File: config.mk
export PLATFORM = sky130hd
export DESIGN_NAME = multi_pin_sample_debouncer
export DESIGN_NICKNAME = d
export VERILOG_FILES = /design/src/hdl/mpsd_pkg.sv /design/src/hdl/multi_pin_sample_debouncer.sv
export SDC_FILE = /design/constraint.sdc
export NUM_CORES = 1
export LEC_CHECK = 0
export BUFFER_PORTS_ARGS = -buffer_cell sky130_fd_sc_hd__buf_4
export CORE_MARGIN = 1
export CORE_UTILIZATION = 59
export DETAILED_ROUTE_END_ITERATION = 8
export PLACE_DENSITY_LB_ADDON = 0.2
export SLEW_MARGIN = 20
export SYNTH_ARGS = -nofsm -noshare
export SYNTH_HDL_FRONTEND = slang
export SYNTH_SLANG_ARGS = --single-unit
File: constraint.sdc
create_clock -name clock -period 3.3 [get_ports clock]
set_input_delay 0.66 -clock clock [delete_from_list [all_inputs] [get_ports clock]]
set_output_delay 0.66 -clock clock [all_outputs]
set_load 0.02 [all_outputs]
File: src/hdl/mpsd_pkg.sv
`timescale 1ns / 1ps
// ----------------------------------------------------------------------------
// mpsd_pkg
// Shared constants, codes and helper functions of the multi-pin sample
// debouncer.
// ----------------------------------------------------------------------------
package mpsd_pkg;

   // Size of the pin bank and depth of each pin's history ring.
   localparam int NUM_PINS      = 32;
   localparam int HISTORY_DEPTH = 4;
   localparam int SLOT_W        = $clog2(HISTORY_DEPTH);

   // Fixed field widths of the interface.
   localparam int LEVELS_W = 32;
   localparam int PIN_IDX_W = 5;
   localparam int CSR_DATA_W = 32;
   localparam int CSR_IDX_W = 1;

   // Width of the view through which a pin is selected by its index.
   localparam int VIEW_W = 2 ** PIN_IDX_W;

   // Command codes.
   localparam logic CMD_TICK = 1'b0;
   localparam logic CMD_READ = 1'b1;

   // Configuration register indexes.
   localparam logic [CSR_IDX_W-1:0] CSR_INPUT_PIN_MASK = 1'b0;
   localparam logic [CSR_IDX_W-1:0] CSR_PULL_UP_MASK   = 1'b1;

   typedef logic [NUM_PINS-1:0] pin_vec_type;

   // Fit a 32-bit word to the pin bank: bits beyond the bank are dropped and
   // missing bits read as zero.
   function automatic pin_vec_type fit_to_bank(input logic [LEVELS_W-1:0] value);
      logic [63:0] wide;
      wide = {32'b0, value};
      return wide[NUM_PINS-1:0];
   endfunction

   // Present a bank vector as a word that a pin index can address; pins
   // outside the bank read as zero.
   function automatic logic [VIEW_W-1:0] bank_view(input pin_vec_type value);
      logic [63:0] wide;
      wide = 64'b0;
      for (int i = 0; i < NUM_PINS; i++) begin
         wide[i] = value[i];
      end
      return wide[VIEW_W-1:0];
   endfunction

endpackage

File: src/hdl/multi_pin_sample_debouncer.sv
`timescale 1ns / 1ps
// ----------------------------------------------------------------------------
// multi_pin_sample_debouncer
// Keeps a sample history ring for every pin and answers read beats with the
// debounced state of one pin.
// ----------------------------------------------------------------------------
// A read beat's result beat is registered and offered in the cycle after acceptance.
// Throughput: one beat per cycle; the single result register drains while
// the next beat is taken, so input stalls only while a result is held back.
// A tick beat updates the history ring and gives no result.
// Reset clears history, held states, slot index, masks and result valid.
module multi_pin_sample_debouncer
   import mpsd_pkg::*;
(
   input  logic                  clock,
   input  logic                  reset,
   // Configuration port
   input  logic                  csr_write_enable,
   input  logic [CSR_IDX_W-1:0]  csr_index,
   input  logic [CSR_DATA_W-1:0] csr_write_data,
   // Request channel
   input  logic                  req_valid,
   output logic                  req_stall,
   input  logic                  req_command,
   input  logic [LEVELS_W-1:0]   req_pin_levels,
   input  logic [PIN_IDX_W-1:0]  req_read_pin,
   // Response channel
   output logic                  rsp_valid,
   input  logic                  rsp_stall,
   output logic                  rsp_pin_state
);

   pin_vec_type                 history_ff [HISTORY_DEPTH];
   pin_vec_type                 history_in [HISTORY_DEPTH];
   pin_vec_type                 held_ff, held_in;
   pin_vec_type                 input_mask_ff, input_mask_in;
   pin_vec_type                 pull_up_ff, pull_up_in;
   logic [SLOT_W-1:0]           slot_ff, slot_in;
   logic                        rsp_valid_ff, rsp_valid_in;
   logic                        rsp_state_ff, rsp_state_in;

   logic                        req_accept;
   logic                        rsp_free;
   pin_vec_type                 stable_vec;
   pin_vec_type                 value_vec;
   pin_vec_type                 pin_sel;
   logic [VIEW_W-1:0]           input_view;
   logic [VIEW_W-1:0]           stable_view;
   logic [VIEW_W-1:0]           value_view;
   logic [VIEW_W-1:0]           held_view;
   logic                        pin_registered;
   logic                        pin_stable;
   logic                        pin_value;
   logic                        pin_held;

   // The result register is free when empty or when it drains this cycle.
   assign rsp_free   = !rsp_valid_ff || !rsp_stall;
   assign req_stall  = !rsp_free;
   assign req_accept = req_valid && rsp_free;

   // A pin is stable when every slot of its history matches slot zero.
   always_comb begin
      stable_vec = '1;
      for (int k = 1; k < HISTORY_DEPTH; k++) begin
         stable_vec = stable_vec & ~(history_ff[k] ^ history_ff[0]);
      end
      value_vec = history_ff[0] ^ pull_up_ff;
   end

   // Select the requested pin from each per-pin vector.
   always_comb begin
      input_view     = bank_view(input_mask_ff);
      stable_view    = bank_view(stable_vec);
      value_view     = bank_view(value_vec);
      held_view      = bank_view(held_ff);
      pin_registered = input_view[req_read_pin];
      pin_stable     = stable_view[req_read_pin];
      pin_value      = value_view[req_read_pin];
      pin_held       = held_view[req_read_pin];
      pin_sel        = fit_to_bank(LEVELS_W'(1) << req_read_pin);
   end

   // Next state of history, slot index, held states and result register.
   always_comb begin
      history_in   = history_ff;
      slot_in      = slot_ff;
      held_in      = held_ff;
      rsp_valid_in = rsp_valid_ff && rsp_stall;
      rsp_state_in = rsp_state_ff;

      if (req_accept) begin
         case (req_command)
            CMD_TICK: begin
               history_in[slot_ff] = fit_to_bank(req_pin_levels);
               if (slot_ff == SLOT_W'(HISTORY_DEPTH - 1)) begin
                  slot_in = '0;
               end else begin
                  slot_in = slot_ff + SLOT_W'(1);
               end
            end
            CMD_READ: begin
               rsp_valid_in = 1'b1;
               if (!pin_registered) begin
                  rsp_state_in = 1'b1;
               end else if (pin_stable) begin
                  rsp_state_in = pin_value;
                  held_in      = (held_ff & ~pin_sel) | (pin_sel & {NUM_PINS{pin_value}});
               end else begin
                  rsp_state_in = pin_held;
               end
            end
            default: begin
               rsp_valid_in = rsp_valid_ff && rsp_stall;
            end
         endcase
      end
   end

   // Configuration writes; unknown indexes leave the masks unchanged.
   always_comb begin
      input_mask_in = input_mask_ff;
      pull_up_in    = pull_up_ff;
      if (csr_write_enable) begin
         case (csr_index)
            CSR_INPUT_PIN_MASK: input_mask_in = fit_to_bank(csr_write_data);
            CSR_PULL_UP_MASK:   pull_up_in    = fit_to_bank(csr_write_data);
            default: begin
               input_mask_in = input_mask_ff;
            end
         endcase
      end
   end

   // State registers.
   always_ff @(posedge clock) begin
      if (reset) begin
         for (int k = 0; k < HISTORY_DEPTH; k++) begin
            history_ff[k] <= '0;
         end
         held_ff       <= '0;
         slot_ff       <= '0;
         input_mask_ff <= '0;
         pull_up_ff    <= '0;
         rsp_valid_ff  <= 1'b0;
      end else begin
         history_ff    <= history_in;
         held_ff       <= held_in;
         slot_ff       <= slot_in;
         input_mask_ff <= input_mask_in;
         pull_up_ff    <= pull_up_in;
         rsp_valid_ff  <= rsp_valid_in;
      end
   end

   // Result payload needs no reset.
   always_ff @(posedge clock) begin
      rsp_state_ff <= rsp_state_in;
   end

   assign rsp_valid     = rsp_valid_ff;
   assign rsp_pin_state = rsp_state_ff;

endmodule

## Word level (Yosys, flattened, before mapping)

Index checks and enable logic that the tools add are counted.

| word-level totals | value |
|---|---|
| bits in registers | 228 |
| logic and storage cells | 59 |

| operators by class | value |
|---|---|
| add/sub/neg operators | 1 |
| order comparisons | 3 |
| eq/ne operators | 1 |
| shift-type cells | 1 |
| muxes and demuxes | 15 |
| bitwise operators | 16 |
| reduce and logical (&&, ||, !) cells | 12 |

Operators by type and width:

| kind | count |
|---|---|
| 32-bit AND | 4 |
| 128-bit bitwise mux | 1 |
| 32-bit inverter | 4 |
| 32-bit bitwise XOR | 4 |
| 32-bit demux with 2-bit select | 1 |
| 32-bit 2-to-1 mux | 1 |
| 32-bit bitwise OR | 1 |
| 1-bit by 5-bit << shifter with 32-bit output (first input constant) | 1 |
| 1-bit binary-select mux with 5-bit select | 4 |
| 2-bit AND reduction | 4 |
| 1-bit 2-to-1 mux | 7 |
| 5-bit by 6-bit < comparator with 1-bit output (second input constant) | 1 |
| 4-bit AND reduction | 1 |
| 3-bit >= comparator (second input constant) | 1 |
| 1-bit logical AND | 3 |
| 1-bit logical NOT | 3 |
| 3-bit by 1-bit < comparator with 1-bit output (second input constant) | 1 |
| 2-bit inverter with 3-bit output | 1 |
| 2-bit by 1-bit adder with 2-bit output (second input constant) | 1 |
| 2-bit == test (second input constant) | 1 |
| 2-bit 2-to-1 mux | 1 |
| 1-bit inverter | 2 |
| 1-bit logical OR | 1 |

## Logic depth before layout (Yosys ltp)

| logic depth | value |
|---|---|
| word-level depth | 7 |
| mapped depth | 11 |
| gate-level depth less buffers | 7 |

## Worst setup path before layout

Ideal clock, no wire load.

| path | value |
|---|---|
| kind | input -> register |
| start | input port req_read_pin[1] |
| end | register rsp_state_ff, in the netlist rsp_pin_state (data pin) |
| library setup time | 0.261 ns |
| arrival time | 2.574 ns |
| data required time | 3.039 ns |
| slack | 0.465 ns |
| stages on the path | 7 |
| path through | buf_6 > buf_6 > clkbuf_1 > mux4_2 > mux4_2 > mux2_2 > a221o_1 |

| between the ends | value |
|---|---|
| cells in the longest elaborated chain, start to end | 3 |

Ends and longest elaborated chain:

| element | RTL line | text |
|---|---|---|
| from (decl) | multi_pin_sample_debouncer.sv:26 | `input logic [PIN_IDX_W-1:0] req_read_pin,` |
| 1-bit binary-select mux with 5-bit select (on tied branches) | multi_pin_sample_debouncer.sv:79, multi_pin_sample_debouncer.sv:77, multi_pin_sample_debouncer.sv:78 |  |
| 1-bit 2-to-1 mux (on tied branches) | multi_pin_sample_debouncer.sv:79, multi_pin_sample_debouncer.sv:77, multi_pin_sample_debouncer.sv:78 |  |
| 1-bit 2-to-1 mux | multi_pin_sample_debouncer.sv:105 | `end else if (pin_stable) begin` |
| to (signal assigned) | multi_pin_sample_debouncer.sv:157 | `rsp_state_ff <= rsp_state_in;` |
| to (decl) | multi_pin_sample_debouncer.sv:40 | `logic rsp_state_ff, rsp_state_in;` |

Parallel ways exist; a longest one is shown, timed or not. The select of a mux whose other input is x is not followed.
A chain may end at the register's enable or synchronous reset.

==> flow_metrics.env <==
export IMPL_cts_tree="built"
export IMPL_grt_start_max_net_pins=79
export IMPL_cts_resized_gates=0
export IMPL_fp_dieH_um=133
export IMPL_gp_congestion=0.829
export IMPL_grt_pass1_wl_mm=43.2
export IMPL_area_delta_synth_final_pct=15.4
export IMPL_post_route_period_util_pct=74.9
export IMPL_finalSetupViolations=0
export IMPL_powerDensity_nw_per_um2=544
export IMPL_synth_net_count=1306
export IMPL_synthCells=1226
export IMPL_synth_edf_count=1
export IMPL_required_ps=3740
export IMPL_clock_latency_ps=520
export IMPL_yosysUniqueCellTypes=37
export IMPL_die_width_um=133
export IMPL_hp_class="in2reg"
export IMPL_worst_pin_slew_ps=1110
export IMPL_fin_skew_ps=18.2
export IMPL_crit_fanout=33
export IMPL_slew_viol_final=0
export IMPL_ant_nets=0
export IMPL_finalNetCount=1343
export IMPL_clkSinkCount=228
export IMPL_grt_pass1_vias=8371
export IMPL_cts_clk_slew_worst_paths_ps=60
export IMPL_critPathKind="reg2reg"
export IMPL_first_pass_iters=5
export IMPL_status="completed"
export IMPL_routed_wl_mm=26.9
export IMPL_synth_most_common_cell="nand2_1"
export IMPL_end_kind="flip-flop"
export IMPL_viasPerCell=5.91
export IMPL_wl_met2_mm=13.1
export IMPL_ios=79
export IMPL_cts_htree_levels=1
export IMPL_cts_buffers=24
export IMPL_ys_ff_latch=228
export IMPL_p_leak_nw=4.13
export IMPL_finalInstanceArea_um2=11600
export IMPL_cp_startpoint="history_ff[118]$_SDFFE_PP0P_"
export IMPL_routed_top_layer="met4"
export IMPL_wl_per_cell_um=18.0
export IMPL_drt_initial_drc_count=694
export IMPL_fmax_mhz=404
export IMPL_yosysTopAreaCell="dfxtp_1"
export IMPL_power_internal_mw=4.84
export IMPL_min_from="csr_write_data[6]"
export IMPL_drc=0
export IMPL_fin_util_pct=69.9
export IMPL_synthTopCellsByCount="398 x nand2_1, 227 x dfxtp_1, 193 x a21oi_1"
export IMPL_async_reset_ff_share_pct=0
export IMPL_period_needed_ps=2470
export IMPL_critPathArrivalTime_ps=2910
export IMPL_cts_root_buf="clkbuf_16"
export IMPL_synthTopCellsByArea="dfxtp_1 45%, nand2_1 15%, a21oi_1 9.6%, mux4_2 6.3%, mux2i_1 3.4%"
export IMPL_p_sw_mw=1.49
export IMPL_core_area_um2=16600
export IMPL_seq_area_frac_synth_pct=45.4
export IMPL_pwr_share_seq_pct=45.6
export IMPL_synth_top_area_share_pct=45.1
export IMPL_maxCapViolCount=0
export IMPL_syn_cell_area_um2=10100
export IMPL_wirelength_met1_mm=11.3
export IMPL_start_kind="flip-flop"
export IMPL_pwr_share_comb_pct=8.8
export IMPL_wl_met3_mm=1.63
export IMPL_ctsLongestPathBuffers=3
export IMPL_dieArea_um2=17600
export IMPL_diodes=0
export IMPL_drive_above_1_share_pct=14.1
export IMPL_timing_rr_start="history_ff[118]$_SDFFE_PP0P_"
export IMPL_rsz0062_at_grt="false"
export IMPL_cts_hold_buf=0
export IMPL_overflow=0
export IMPL_clockPowerShare_pct=45.7
export IMPL_initial_core_util_pct=60.6
export IMPL_yosysWarnings=0
export IMPL_max_slew_margin_rel_pct=26.1
export IMPL_io_buffer_count=78
export IMPL_antenna_found_initial=0
export IMPL_grt_total_usage_pct=30.8
export IMPL_timing_final_hold_violations=0
export IMPL_num_rows=47
export IMPL_final_setup_tns_ps=0
export IMPL_vias=8871
export IMPL_cts_setup_buffers=0
export IMPL_swShare_pct=23.6
export IMPL_place_area_um2=10800
export IMPL_synthFlopType="dfxtp_1"
export IMPL_avgSynthCellArea_um2=8.22
export IMPL_detailed_place_hpwl_mm=17.2
export IMPL_ir_drop_uv=439
==> power groups by stage <==
stage	Sequential, mW	Combinational (mW)	Clock [mW]
after floorplan	2.92	0.343	0
after global placement	2.94	0.540	0
after detailed placement	2.95	0.546	0
after CTS	2.88	0.550	2.93
after global routing	2.89	0.603	3.05
final	2.89	0.555	2.89
==> placed cells by master (no fill, tap or decap), drive strengths merged, types with 5 or more instances in the layout <==
cell    netlist  layout
or4          33      33
nand2b       37      37
nand3        28      28
a31oi         8       8
xor2         12      12
buf          23     104
clkinv        0       7
inv           5       5
nor4         32      32
mux4         28      28
xnor2        20      20
and2          6       6
mux2i        34      34
nor2          9       9
nand4        40      40
clkbuf       70      32
dfxtp       227     227
a21oi       193     193
nand2       399     399
==> area by class of cell <==
class,count,area [um^2]
Clock buffer,32,691
Clock inverter,11,174
Fill cell,1364,5010
Inverter,5,18.8
Multi-Input combinational cell,900,5080
Sequential cell,228,4570
Tap cell,220,275
Timing Repair Buffer,104,822
==> cell families after synthesis <==
family	count (synthesis)	share of synthesized area (%)
XOR/XNOR	32	2.78
AO/OA/AOI/OAI	206	10.4
adder cells (fa/ha/maj)	4	0.497
AND/OR/NAND/NOR	595	26.9
multiplexers	63	9.75
buffers and inverters	98	4.30
flip-flops	228	45.4
==> metal layers <==
metal  GRT usage, %  vias up
met3           4.29       55
met4           12.3        0
li1               -     4289
met2           52.3      318
met5              0        -
met1           39.6     4209
==> through the flow <==
stage	std cells	power (mW)	hold slack [ps]	setup WS [ps]
CTS	1500	6.36	382	840
global placement	1457	3.48	438	507
detailed placement	1457	3.49	447	465
global route	1500	6.55	391	626
floorplan	1226	3.27	433	465
finish	1500	6.33	393	827
==> worst max-delay path, stage by stage (launching register included) <==
cell	delay (ps)
dfxtp_1	380
or4_1	520
a31oi_1	220
nand4_1	170
nand3_1	140
a22oi_2	130
buf_12	190
nor4_1	400
mux2i_1	240
==> path summary, 6_finish.rpt <==
path | end | slack (ps) | cells after the start
setup / recovery | flip-flop | 830 | 8
hold / removal | input_mask_ff[6]$_SDFFE_PP0P_ | 390 | 3
setup reg to reg | flip-flop | 830 | 8
hold reg to reg | input_mask_ff[31]$_SDFFE_PP0P_ | 460 | 2
(Power assumes the default switching activity.)
